$ cat src/rtl/pspm_pkg.sv
package pspm_pkg;

  localparam int STATIONS    = 4;
  localparam int CHANS       = 2 * STATIONS;
  localparam int STORE_DEPTH = 18;
  localparam int DESC_BYTES  = 12;

  localparam logic [1:0] OP_POLL = 2'd0;
  localparam logic [1:0] OP_RX   = 2'd1;
  localparam logic [1:0] OP_SET  = 2'd2;

  localparam logic KIND_TX   = 1'b0;
  localparam logic KIND_READ = 1'b1;

  localparam logic [7:0] SYNC_BYTE   = 8'hFF;
  localparam logic [7:0] HDR_BYTE    = 8'hA5;
  localparam logic [7:0] ADDR_BASE   = 8'h61;
  localparam logic [7:0] CODE_READ   = 8'h81;
  localparam logic [7:0] CODE_SWITCH = 8'h82;
  localparam logic [7:0] END_BYTE    = 8'h26;
  localparam logic [7:0] CH1_BIT     = 8'h10;
  localparam logic [7:0] CH0_BIT     = 8'h01;
  localparam logic [7:0] CMD_SWITCH  = 8'h02;
  localparam logic [7:0] LEN_SWITCH  = 8'h06;
  localparam logic [7:0] CMD_QUERY   = 8'h01;
  localparam logic [7:0] LEN_QUERY   = 8'h05;

  localparam logic [4:0] EXP_SWITCH = 5'd9;
  localparam logic [4:0] EXP_QUERY  = 5'd29;
  localparam logic [4:0] EXP_RESET  = 5'd31;

  localparam logic [3:0] N_SWITCH = 4'd9;
  localparam logic [3:0] N_QUERY  = 4'd8;
  localparam logic [3:0] N_READ   = 4'd6;

  typedef struct packed {
    logic                        kind;
    logic [1:0]                  station;
    logic [3:0]                  count;
    logic [DESC_BYTES-1:0][7:0]  data;
    logic [15:0]                 success;
    logic [15:0]                 fail;
    logic [15:0]                 interval;
  } pspm_desc_t;

endpackage

$ cat src/rtl/power_station_poll_master.sv
// Results: the first result of an item appears the cycle after the item is accepted
// when no earlier results are queued; results then leave one per cycle while out_stall
// is low (8 or 9 per poll, 6 per good reading reply). Throughput: one item per cycle;
// input stalls only while a second result burst waits behind the one being sent.
// Reset (synchronous, active low): clears switch tables, counters, ticks and poll state;
// the receive byte store is not cleared.
module power_station_poll_master (
  input  logic        clk,
  input  logic        rst_n,
  input  logic        in_valid,
  output logic        in_stall,
  input  logic [1:0]  in_op,
  input  logic [7:0]  in_rx_byte,
  input  logic [1:0]  in_target_station,
  input  logic        in_target_channel,
  input  logic        in_switch_on,
  input  logic [31:0] in_now_tick,
  output logic        out_valid,
  input  logic        out_stall,
  output logic        out_kind,
  output logic [7:0]  out_tx_byte,
  output logic [1:0]  out_station,
  output logic [2:0]  out_reading_index,
  output logic [15:0] out_reading,
  output logic [15:0] out_success_count,
  output logic [15:0] out_fail_count,
  output logic [15:0] out_interval_ticks,
  output logic        out_last
);
  import pspm_pkg::*;

  logic [CHANS-1:0] desired_r, desired_nxt;
  logic [CHANS-1:0] confirmed_r, confirmed_nxt;
  logic [1:0]       poll_r, poll_nxt;
  logic             await_r, await_nxt;
  logic [7:0]       rx_count_r, rx_count_nxt;
  logic [4:0]       exp_len_r, exp_len_nxt;
  logic [15:0]      fail_r [STATIONS];
  logic [15:0]      fail_nxt [STATIONS];
  logic [15:0]      succ_r [STATIONS];
  logic [15:0]      succ_nxt [STATIONS];
  logic [31:0]      tick_r [STATIONS];
  logic [31:0]      tick_nxt [STATIONS];
  logic [7:0]       store_r [STORE_DEPTH];
  logic [7:0]       store_v [STORE_DEPTH];

  logic       accept;
  logic       push;
  pspm_desc_t desc;

  logic [7:0] cnt_inc;
  logic       parse;
  logic [7:0] rst8;
  logic [1:0] rst_st;
  logic       hdr_ok;
  logic [7:0] addr;
  logic       sw_diff;
  logic [7:0] chans;
  logic [15:0] fail_upd;

  assign accept  = in_valid && !in_stall;
  assign cnt_inc = (rx_count_r == 8'd255) ? 8'd255 : rx_count_r + 8'd1;
  assign parse   = await_r && (cnt_inc == {3'd0, exp_len_r});
  assign rst8    = store_v[3] - ADDR_BASE;
  assign rst_st  = rst8[1:0];
  assign hdr_ok  = (store_v[0] == SYNC_BYTE) && (store_v[1] == SYNC_BYTE)
                   && (store_v[2] == HDR_BYTE) && (rst8 < 8'(STATIONS));
  assign addr    = ADDR_BASE + {6'd0, poll_r};
  assign sw_diff = (desired_r[{poll_r, 1'b0}] != confirmed_r[{poll_r, 1'b0}])
                   || (desired_r[{poll_r, 1'b1}] != confirmed_r[{poll_r, 1'b1}]);
  assign chans   = (desired_r[{poll_r, 1'b0}] ? CH0_BIT : 8'd0)
                   | (desired_r[{poll_r, 1'b1}] ? CH1_BIT : 8'd0);
  assign fail_upd = await_r ? fail_r[poll_r] + 16'd1 : fail_r[poll_r];

  always_comb begin
    for (int k = 0; k < STORE_DEPTH; k++) begin
      store_v[k] = (rx_count_r == 8'(k)) ? in_rx_byte : store_r[k];
    end
  end

  always_comb begin
    desired_nxt   = desired_r;
    confirmed_nxt = confirmed_r;
    poll_nxt      = poll_r;
    await_nxt     = await_r;
    rx_count_nxt  = rx_count_r;
    exp_len_nxt   = exp_len_r;
    fail_nxt      = fail_r;
    succ_nxt      = succ_r;
    tick_nxt      = tick_r;
    push          = 1'b0;
    desc          = '0;
    if (accept) begin
      case (in_op)
        OP_POLL: begin
          push                 = 1'b1;
          fail_nxt[poll_r]     = fail_upd;
          rx_count_nxt         = 8'd0;
          await_nxt            = 1'b1;
          poll_nxt             = (poll_r == 2'(STATIONS - 1)) ? 2'd0 : poll_r + 2'd1;
          desc.kind            = KIND_TX;
          desc.station         = poll_r;
          desc.success         = succ_r[poll_r];
          desc.fail            = fail_upd;
          desc.data[0]         = SYNC_BYTE;
          desc.data[1]         = SYNC_BYTE;
          desc.data[2]         = HDR_BYTE;
          desc.data[3]         = addr;
          if (sw_diff) begin
            desc.count   = N_SWITCH;
            exp_len_nxt  = EXP_SWITCH;
            desc.data[4] = CMD_SWITCH;
            desc.data[5] = LEN_SWITCH;
            desc.data[6] = chans;
            desc.data[7] = addr + CMD_SWITCH + LEN_SWITCH + chans;
            desc.data[8] = END_BYTE;
          end else begin
            desc.count   = N_QUERY;
            exp_len_nxt  = EXP_QUERY;
            desc.data[4] = CMD_QUERY;
            desc.data[5] = LEN_QUERY;
            desc.data[6] = addr + CMD_QUERY + LEN_QUERY;
            desc.data[7] = END_BYTE;
          end
        end
        OP_RX: begin
          rx_count_nxt = cnt_inc;
          if (parse && hdr_ok) begin
            await_nxt = 1'b0;
            if (store_v[4] == CODE_READ) begin
              push             = 1'b1;
              succ_nxt[rst_st] = succ_r[rst_st] + 16'd1;
              tick_nxt[rst_st] = in_now_tick;
              desc.kind        = KIND_READ;
              desc.station     = rst_st;
              desc.count       = N_READ;
              desc.success     = succ_r[rst_st] + 16'd1;
              desc.fail        = fail_r[rst_st];
              desc.interval    = 16'(in_now_tick - tick_r[rst_st]);
              for (int k = 0; k < DESC_BYTES; k++) begin
                desc.data[k] = store_v[6 + k];
              end
            end else if (store_v[4] == CODE_SWITCH) begin
              confirmed_nxt[{rst_st, 1'b0}] = desired_r[{rst_st, 1'b0}];
              confirmed_nxt[{rst_st, 1'b1}] = desired_r[{rst_st, 1'b1}];
            end
          end
        end
        OP_SET: begin
          if ({1'b0, in_target_station} < 3'(STATIONS)) begin
            desired_nxt[{in_target_station, in_target_channel}] = in_switch_on;
          end
        end
        default: begin
        end
      endcase
    end
  end

  always_ff @(posedge clk) begin
    if (!rst_n) begin
      desired_r   <= '0;
      confirmed_r <= '0;
      poll_r      <= 2'd0;
      await_r     <= 1'b0;
      rx_count_r  <= 8'd0;
      exp_len_r   <= EXP_RESET;
      for (int s = 0; s < STATIONS; s++) begin
        fail_r[s] <= 16'd0;
        succ_r[s] <= 16'd0;
        tick_r[s] <= 32'd0;
      end
    end else begin
      desired_r   <= desired_nxt;
      confirmed_r <= confirmed_nxt;
      poll_r      <= poll_nxt;
      await_r     <= await_nxt;
      rx_count_r  <= rx_count_nxt;
      exp_len_r   <= exp_len_nxt;
      fail_r      <= fail_nxt;
      succ_r      <= succ_nxt;
      tick_r      <= tick_nxt;
    end
  end

  always_ff @(posedge clk) begin
    if (accept && (in_op == OP_RX) && (rx_count_r < 8'(STORE_DEPTH))) begin
      store_r[rx_count_r[4:0]] <= in_rx_byte;
    end
  end

  pspm_burst u_burst (
    .clk                (clk),
    .rst_n              (rst_n),
    .push               (push),
    .desc               (desc),
    .full               (in_stall),
    .out_valid          (out_valid),
    .out_stall          (out_stall),
    .out_kind           (out_kind),
    .out_tx_byte        (out_tx_byte),
    .out_station        (out_station),
    .out_reading_index  (out_reading_index),
    .out_reading        (out_reading),
    .out_success_count  (out_success_count),
    .out_fail_count     (out_fail_count),
    .out_interval_ticks (out_interval_ticks),
    .out_last           (out_last)
  );

`ifndef ASSERT_OFF
  a_poll_arms: assert property (@(posedge clk) disable iff (!rst_n)
    accept && (in_op == OP_POLL) |=> await_r && (rx_count_r == 8'd0))
    else $error("poll did not arm reply wait");

  a_poll_result: assert property (@(posedge clk) disable iff (!rst_n)
    accept && (in_op == OP_POLL) |=> out_valid)
    else $error("poll beat produced no result");

  a_stall_busy: assert property (@(posedge clk) disable iff (!rst_n)
    in_stall |-> out_valid)
    else $error("input stalled with no result pending");

  a_exp_len: assert property (@(posedge clk) disable iff (!rst_n)
    (exp_len_r == EXP_SWITCH) || (exp_len_r == EXP_QUERY) || (exp_len_r == EXP_RESET))
    else $error("expected reply length corrupt");
`endif

endmodule

$ cat src/rtl/pspm_burst.sv
module pspm_burst (
  input  logic                 clk,
  input  logic                 rst_n,
  input  logic                 push,
  input  pspm_pkg::pspm_desc_t desc,
  output logic                 full,
  output logic                 out_valid,
  input  logic                 out_stall,
  output logic                 out_kind,
  output logic [7:0]           out_tx_byte,
  output logic [1:0]           out_station,
  output logic [2:0]           out_reading_index,
  output logic [15:0]          out_reading,
  output logic [15:0]          out_success_count,
  output logic [15:0]          out_fail_count,
  output logic [15:0]          out_interval_ticks,
  output logic                 out_last
);
  import pspm_pkg::*;

  logic       act_v_r, act_v_nxt;
  pspm_desc_t act_r, act_nxt;
  logic [3:0] idx_r, idx_nxt;
  logic       pend_v_r, pend_v_nxt;
  pspm_desc_t pend_r, pend_nxt;

  logic fire, at_end, done, free;

  assign fire   = act_v_r && !out_stall;
  assign at_end = (idx_r == act_r.count - 4'd1);
  assign done   = fire && at_end;
  assign free   = !act_v_r || done;
  assign full   = pend_v_r;

  always_comb begin
    act_v_nxt  = act_v_r;
    act_nxt    = act_r;
    idx_nxt    = idx_r;
    pend_v_nxt = pend_v_r;
    pend_nxt   = pend_r;
    if (free) begin
      idx_nxt = 4'd0;
      if (pend_v_r) begin
        act_v_nxt  = 1'b1;
        act_nxt    = pend_r;
        pend_v_nxt = 1'b0;
      end else begin
        act_v_nxt = push;
        act_nxt   = desc;
      end
    end else begin
      if (fire) begin
        idx_nxt = idx_r + 4'd1;
      end
      if (push) begin
        pend_v_nxt = 1'b1;
        pend_nxt   = desc;
      end
    end
  end

  always_ff @(posedge clk) begin
    if (!rst_n) begin
      act_v_r  <= 1'b0;
      pend_v_r <= 1'b0;
      idx_r    <= 4'd0;
    end else begin
      act_v_r  <= act_v_nxt;
      pend_v_r <= pend_v_nxt;
      idx_r    <= idx_nxt;
    end
  end

  always_ff @(posedge clk) begin
    act_r  <= act_nxt;
    pend_r <= pend_nxt;
  end

  assign out_valid          = act_v_r;
  assign out_kind           = act_r.kind;
  assign out_station        = act_r.station;
  assign out_success_count  = act_r.success;
  assign out_fail_count     = act_r.fail;
  assign out_interval_ticks = (act_r.kind == KIND_READ) ? act_r.interval : 16'd0;
  assign out_last           = at_end;
  assign out_tx_byte        = (act_r.kind == KIND_TX) ? act_r.data[idx_r] : 8'd0;
  assign out_reading_index  = (act_r.kind == KIND_READ) ? idx_r[2:0] : 3'd0;
  assign out_reading        = (act_r.kind == KIND_READ)
                              ? {act_r.data[{idx_r[2:0], 1'b0}], act_r.data[{idx_r[2:0], 1'b1}]}
                              : 16'd0;

endmodule
$ cat config.mk
export PLATFORM = sky130hd
export DESIGN_NAME = power_station_poll_master
export DESIGN_NICKNAME = d
export VERILOG_FILES = /design/src/rtl/pspm_pkg.sv /design/src/rtl/power_station_poll_master.sv /design/src/rtl/pspm_burst.sv
export SDC_FILE = /design/constraint.sdc
export NUM_CORES = 1
export LEC_CHECK = 0
export ABC_AREA = 0
export BUFFER_PORTS_ARGS = -buffer_cell sky130_fd_sc_hd__clkbuf_2
export CELL_PAD_IN_SITES_DETAIL_PLACEMENT = 0
export CELL_PAD_IN_SITES_GLOBAL_PLACEMENT = 1
export CORE_MARGIN = 1.5
export CORE_UTILIZATION = 51
export DETAILED_ROUTE_END_ITERATION = 12
export GPL_TIMING_DRIVEN = 0
export MAX_ROUTING_LAYER = met4
export PLACE_DENSITY = 0.84
export SYNTH_ARGS = -nofsm -noshare
export SYNTH_HDL_FRONTEND = slang
export SYNTH_SLANG_ARGS = --single-unit
$ cat constraint.sdc
create_clock -name clk -period 74.2 [get_ports clk]
set_clock_uncertainty 0.2 [all_clocks]
set_input_delay 3.71 -clock clk [delete_from_list [all_inputs] [get_ports clk]]
set_output_delay 3.71 -clock clk [all_outputs]
set_load 0.05 [all_outputs]
* Yosys cells after proc, flatten, opt, wreduce, memory -nomap -nowiden
Memories as Yosys holds them, arrays and structs flattened.
Cells that the tools add are included.
** Operators by class
- $add $sub $neg :: 14
- Order comparisons :: 17
- Eq/ne operators :: 30
- Mux-type cells :: 99
- Bitwise gates (word level) :: 6
- Reductions and logical operators :: 31
** Operator list (count)
- two-way mux 151 bit :: 4
- two-way mux 16 bit :: 16
- case mux 104 bit (2 select lines) :: 1
- two-way mux 8 bit :: 22
- binary-select mux 16 bit (select 2 bit) :: 4
- bitwise mux 128 bit :: 1
- bitwise mux 64 bit :: 2
- binary-select mux 32 bit (select 2 bit) :: 1
- demux 16 bit (select 2 bit) :: 2
- demux 32 bit (select 2 bit) :: 1
- == test 8 x 4 -> 1 bit, second input constant :: 8
- two-way mux 32 bit :: 2
- binary-select mux 8 bit (select 3 bit) :: 2
- == test 8 bit, second input constant :: 6
- adder 16 x 1 -> 16 bit, second input constant :: 2
- binary-select mux 8 bit (select 4 bit) :: 1
- bitwise mux 8 bit :: 3
- == test 8 x 3 -> 1 bit, second input constant :: 3
- two-way mux 24 bit :: 1
- less-than comparator 3 x 4 -> 1 bit, second input constant :: 5
- two-way mux 1 bit :: 18
- adder 8 x 1 -> 8 bit, second input constant :: 2
- adder 8 x 3 -> 8 bit, second input constant :: 2
- == test 8 x 2 -> 1 bit, second input constant :: 2
- other kinds (46) :: 86
** Storage, ports and cells
- Flip-flop bits (word level) :: 596
- RAM bits :: 144
- Bits of input ports :: 50
- Output and inout port bits :: 81
- Logic and storage cells :: 255
- Memories kept :: 1
** Memory list
- store_r :: words 18, width 8, read ports 17, clocked after memory_dff 0, write ports 1, line power_station_poll_master.sv:44 : logic [7:0] store_r [STORE_DEPTH];

* Logic depth before layout (Yosys ltp)
- Word-level depth :: 13
- Gate-level depth with buffers :: 24
- Depth with buffers taken out :: 19

* Cells and area by module
Synthesis repeated with hierarchy kept, for this count alone.
** Unflattened totals
- Cell total of the unflattened synthesis :: 2833
- Area total of the unflattened synthesis :: 32529.9 sq um
** By module, submodules not included
- power_station_poll_master :: instances 1, cells each 2087, area each 19209.7 sq um, seq. area each 8508.2 sq um
- pspm_burst :: instances 1, cells each 746, area each 13320.3 sq um, seq. area each 9188.8 sq um

* Worst setup path after synthesis
OpenSTA, ideal clock, no wires.
- Path kind :: input port to flip-flop
- From :: input out_stall
- To :: register u_burst.pend_r[0] (netlist name), enable pin
- Setup time :: 4.173 ns
- Arrival :: 34.836 ns
- Required time :: 69.827 ns
- Setup slack :: 34.992 ns
- Cell stages on the path :: 2
- Path buffers :: 0
- Cell sequence :: o21ai_0 > a21oi_1
** On the way
- Word-level cells in the longest chain between the ends :: 6
** Ends and longest elaborated chain
- start: declaration :: line power_station_poll_master.sv:19 : input logic out_stall,
- zero test 1 bit :: line pspm_burst.sv:29 : assign fire = act_v_r && !out_stall;
- logical AND 1 bit :: line pspm_burst.sv:29
- logical AND 1 bit :: line pspm_burst.sv:31 : assign done = fire && at_end;
- logical OR 1 bit :: line pspm_burst.sv:32 : assign free = !act_v_r || done;
- NOT 1 bit (no line)
- AND reduction 2 bit (no line)
- end signal: assignment :: line pspm_burst.sv:76 : pend_r <= pend_nxt;
- end: declaration :: line pspm_burst.sv:25 : pspm_desc_t pend_r, pend_nxt;
No other way between the ends.
A chain may end at the register's enable or synchronous reset.

* Worst setup path after layout
- From :: input in_rx_byte[0]
- To :: register u_burst.act_r[14] (netlist name) (data pin)
** On the way
- Word-level cells in the longest chain between the ends :: 12
- Elaborated cells between the ends (all ways) :: 25
- Classes of those cells :: 2 x add/sub; 1 x order compare; 4 x eq/ne; 13 x mux; 1 x bitwise; 4 x reduce/logical
** Ends and longest elaborated chain
- start: declaration :: line power_station_poll_master.sv:13 : input logic [7:0] in_rx_byte,
- two-way mux 8 bit :: line power_station_poll_master.sv:77 : store_v[k] = (rx_count_r == 8'(k)) ? in_rx_byte : store_r[k];
- subtractor 8 x 7 -> 8 bit :: line power_station_poll_master.sv:64 : assign rst8 = store_v[3] - ADDR_BASE;
- NOT 2 -> 3 bit (not written as such) :: line power_station_poll_master.sv:139 : desc.interval = 16'(in_now_tick - tick_r[rst_st]);
- binary-select mux 32 bit (select 2 bit) :: line power_station_poll_master.sv:139
- two-way mux 16 bit (not written as such) (2 in series) :: line power_station_poll_master.sv:139
- subtractor 16 bit :: line power_station_poll_master.sv:139
- two-way mux 151 bit :: line power_station_poll_master.sv:130 : if (store_v[4] == CODE_READ) begin
- two-way mux 151 bit * :: line power_station_poll_master.sv:128 : if (parse && hdr_ok) begin
- two-way mux 16 bit * :: line power_station_poll_master.sv:94 : case (in_op)
- two-way mux 151 bit * :: line power_station_poll_master.sv:93 : if (accept) begin
- two-way mux 151 bit * :: line pspm_burst.sv:43 : if (pend_v_r) begin
- end signal: assignment :: line pspm_burst.sv:75 : act_r <= act_nxt;
- end: declaration :: line pspm_burst.sv:22 : pspm_desc_t act_r, act_nxt;
Every way passes the cells marked *; elsewhere a longest branch is shown, timed or not. The select of a mux whose other input is x is not followed.

==> results_dict.tcl <==
set metrics [dict create \
    status "finished clean" \
    wire_per_inst_um 26.4 \
    synthCells 2783 \
    synth.area.top_cells "edfxtp_1 (41%), dfxtp_1 (14%), mux4_2 (8.4%)" \
    die-area_mm2 0.0637 \
    cp.arrival_ns 11.26 \
    holdBufCountCts 0 \
    min_period_ns 11.18 \
    core_area_mm2 0.0616 \
    grt_max_degree 30 \
    peakVddDrop_mv 0.0174 \
    crit_path_start_kind "primary input" \
    start_util 0.515 \
    synth-seq-cells 661 \
    grt_pass1_vias 23500 \
    yosysWarnings 0 \
    hold_ws_ns 0.249 \
    slew_headroom 0.190 \
    fp.dieH_um 252 \
    path_class "in2reg" \
    finalHoldViolCount 0 \
    cts_tree "yes" \
    setup_violations 0 \
    clk-insertion-delay-late_ns 0.61 \
    min_period_over_period 0.151 \
    yosysTopAreaCell "edfxtp_1" \
    pre_cts_slack_ns 62.66 \
    hpwl_mm 73.8 \
    drv_slew 0 \
    cp_max_fo 20 \
    utilization 0.586 \
    drtAntennaViolNets 0 \
    total_power_mw 0.798 \
    tightest_slew_ns 1.21 \
    drive_gt1_frac 0.154 \
    synth_cell_type_count 82 \
    grt_antenna_before_repair 1 \
    netlist_area_mm2 0.0317 \
    clock_path_buffers 3 \
    vias 24200 \
    syn_to_final_growth_pct 13.7 \
    post_cts_resized 0 \
    port_buffers 113 \
    endpoint_kind "flip-flop" \
    io_pins 131 \
    synth_nets 2869 \
    max_freq_mhz 89.4 \
    cts-root-buf "clkbuf_16" \
    grt_pass1_wl_mm 150 \
    dp.cells 3746 \
    gp_congestion 0.958 \
    hp-class "reg2reg" \
    numCtsBuffers 72 \
    synthTopCellsByCount "edfxtp_1 (434), nand2_1 (358), nor2_1 (232)" \
    crit_required_ns 74.27 \
    timing.final.ws_setup_ns 63.02 \
    grt_usage 0.328 \
    placedInstanceArea_mm2 0.0337 \
    ys.flop_type "edfxtp_1" \
    synth_top_area_share 0.411 \
    fillers 5042 \
    fin_area_mm2 0.0361 \
    regArea_mm2 0.0176 \
    seq_area_frac_synth 0.554 \
    multi_input_area_mm2 0.0129 \
    fin_tns_setup_ns 0 \
    p_per_area_mw_per_mm2 22.1 \
    routed_wl_mm 103 \
    remaining_drc_errors 0 \
    htreeDepth 3 \
    drtIter0Drc 2857 \
    fin_cells 3876 \
    rsz0062_at_grt "false" \
    first_pass_iters 5 \
    rows 91 \
    dieWidth_um 252 \
    drt-vias-per-instance 6.23 \
    n_antenna_cell 0 \
    post_cts_buffers 0 \
    drv_cap 0 \
    clk_pin_slew_ns 0.06 \
    overflow 0 \
    synth.most_common_cell "edfxtp_1" \
    async_reset_ff_frac 0 \
    fin_nets 3070 \
    syn_avg_cell_area_um2 11.4 \
    power.leakage_nw 13.8 \
    clock_sinks 661 \
    synth_edf_count 434 \
]
## cell families after synthesis
family | after synthesis | share of synthesized area
simple gates | 856 | 0.123
fa+ha+maj | 36 | 0.0147
mux | 240 | 0.123
compound gates | 645 | 0.130
flops | 661 | 0.554
xor+xnor | 54 | 0.0154
buf+inv | 291 | 0.0404
## final timing paths
path / start / endpoint / slack (ns) / cells after the start
max reg2reg: rx_count_r[0]$_SDFFE_PN0P_ / u_burst.act_r[14]$_DFFE_PP_ / 66.04 / 23
min reg2reg: tick_r[101]$_SDFFE_PN0P_ / tick_r[101]$_SDFFE_PN0P_ / 0.25 / 2
min: tick_r[101]$_SDFFE_PN0P_ / tick_r[101]$_SDFFE_PN0P_ / 0.25 / 2
max: in_rx_byte[0] / u_burst.act_r[14]$_DFFE_PP_ / 63.02 / 22
## layout make-up
cell class                 count  area share
buffer                       241      0.0303
clock buffer                 104      0.0593
clock inverter                25     0.00707
inverter                      50     0.00520
multi-input combinational   1831       0.359
sequential                   661       0.487
tap                          837      0.0290
timing repair buffer         127      0.0235
## power breakdown
part / total, mW / switching (mW) / internal (mW)
clock network: 0.366 / 0.151 / 0.215
registers: 0.397 / 0.00264 / 0.394
logic: 0.0354 / 0.0255 / 0.00984
total: 0.798 / 0.179 / 0.619
## critical path, stage by stage
cell and delay [ns]:
clkbuf_2 0.51, clkbuf_1 0.57, nand3_1 0.47, nand2_4 0.41
inv_2 0.26, ha_1 0.42, buf_2 0.25, inv_1 0.16
clkbuf_1 0.71, clkbuf_1 0.56, mux4_2 0.33, ha_1 0.16
inv_1 0.06, fa_1 0.40, a21o_1 0.18, a21o_1 0.22
a2111o_1 0.47, nand2_1 0.09, o311ai_0 0.16, a21oi_1 0.23
xor2_1 0.12, o21ai_0 0.76
## routing by layer
layer,vias to the layer above,GRT usage,share of wire
met4,0,0.162,0.051
met3,269,0.0555,0.091
met5,-,-,0
met1,11900,0.426,0.40
met2,1362,0.501,0.46
li1,10600,-,-
## placed cells by master (no fill, tap or decap), types with 10 or more instances in the layout
cell	count
a211oi_1	72
a21o_1	145
a21oi_1	213
a22oi_1	12
and2_1	43
and3_1	27
buf_1	18
buf_2	30
buf_4	36
clkbuf_1	172
clkbuf_16	77
clkbuf_2	113
clkbuf_8	11
dfxtp_1	227
edfxtp_1	434
ha_1	34
inv_1	45
mux2i_1	113
mux4_2	119
nand2_1	358
nand3_1	56
nand4_1	26
nor2_1	232
nor2b_1	10
nor3_1	40
o211ai_1	13
o21a_1	12
o21ai_0	105
o22ai_1	18
xnor2_1	29
xor2_1	23
## flip-flops by register name, indices dropped and copies added (netlist names), 16 cells and up
register                   cells
u_burst.pend_r               149
u_burst.out_fail_count        16
succ_r                        64
store_r                      136
tick_r                        64
u_burst.out_success_count     16
fail_r                        64
u_burst.act_r                115
Power figures use the tool's default switching activity.
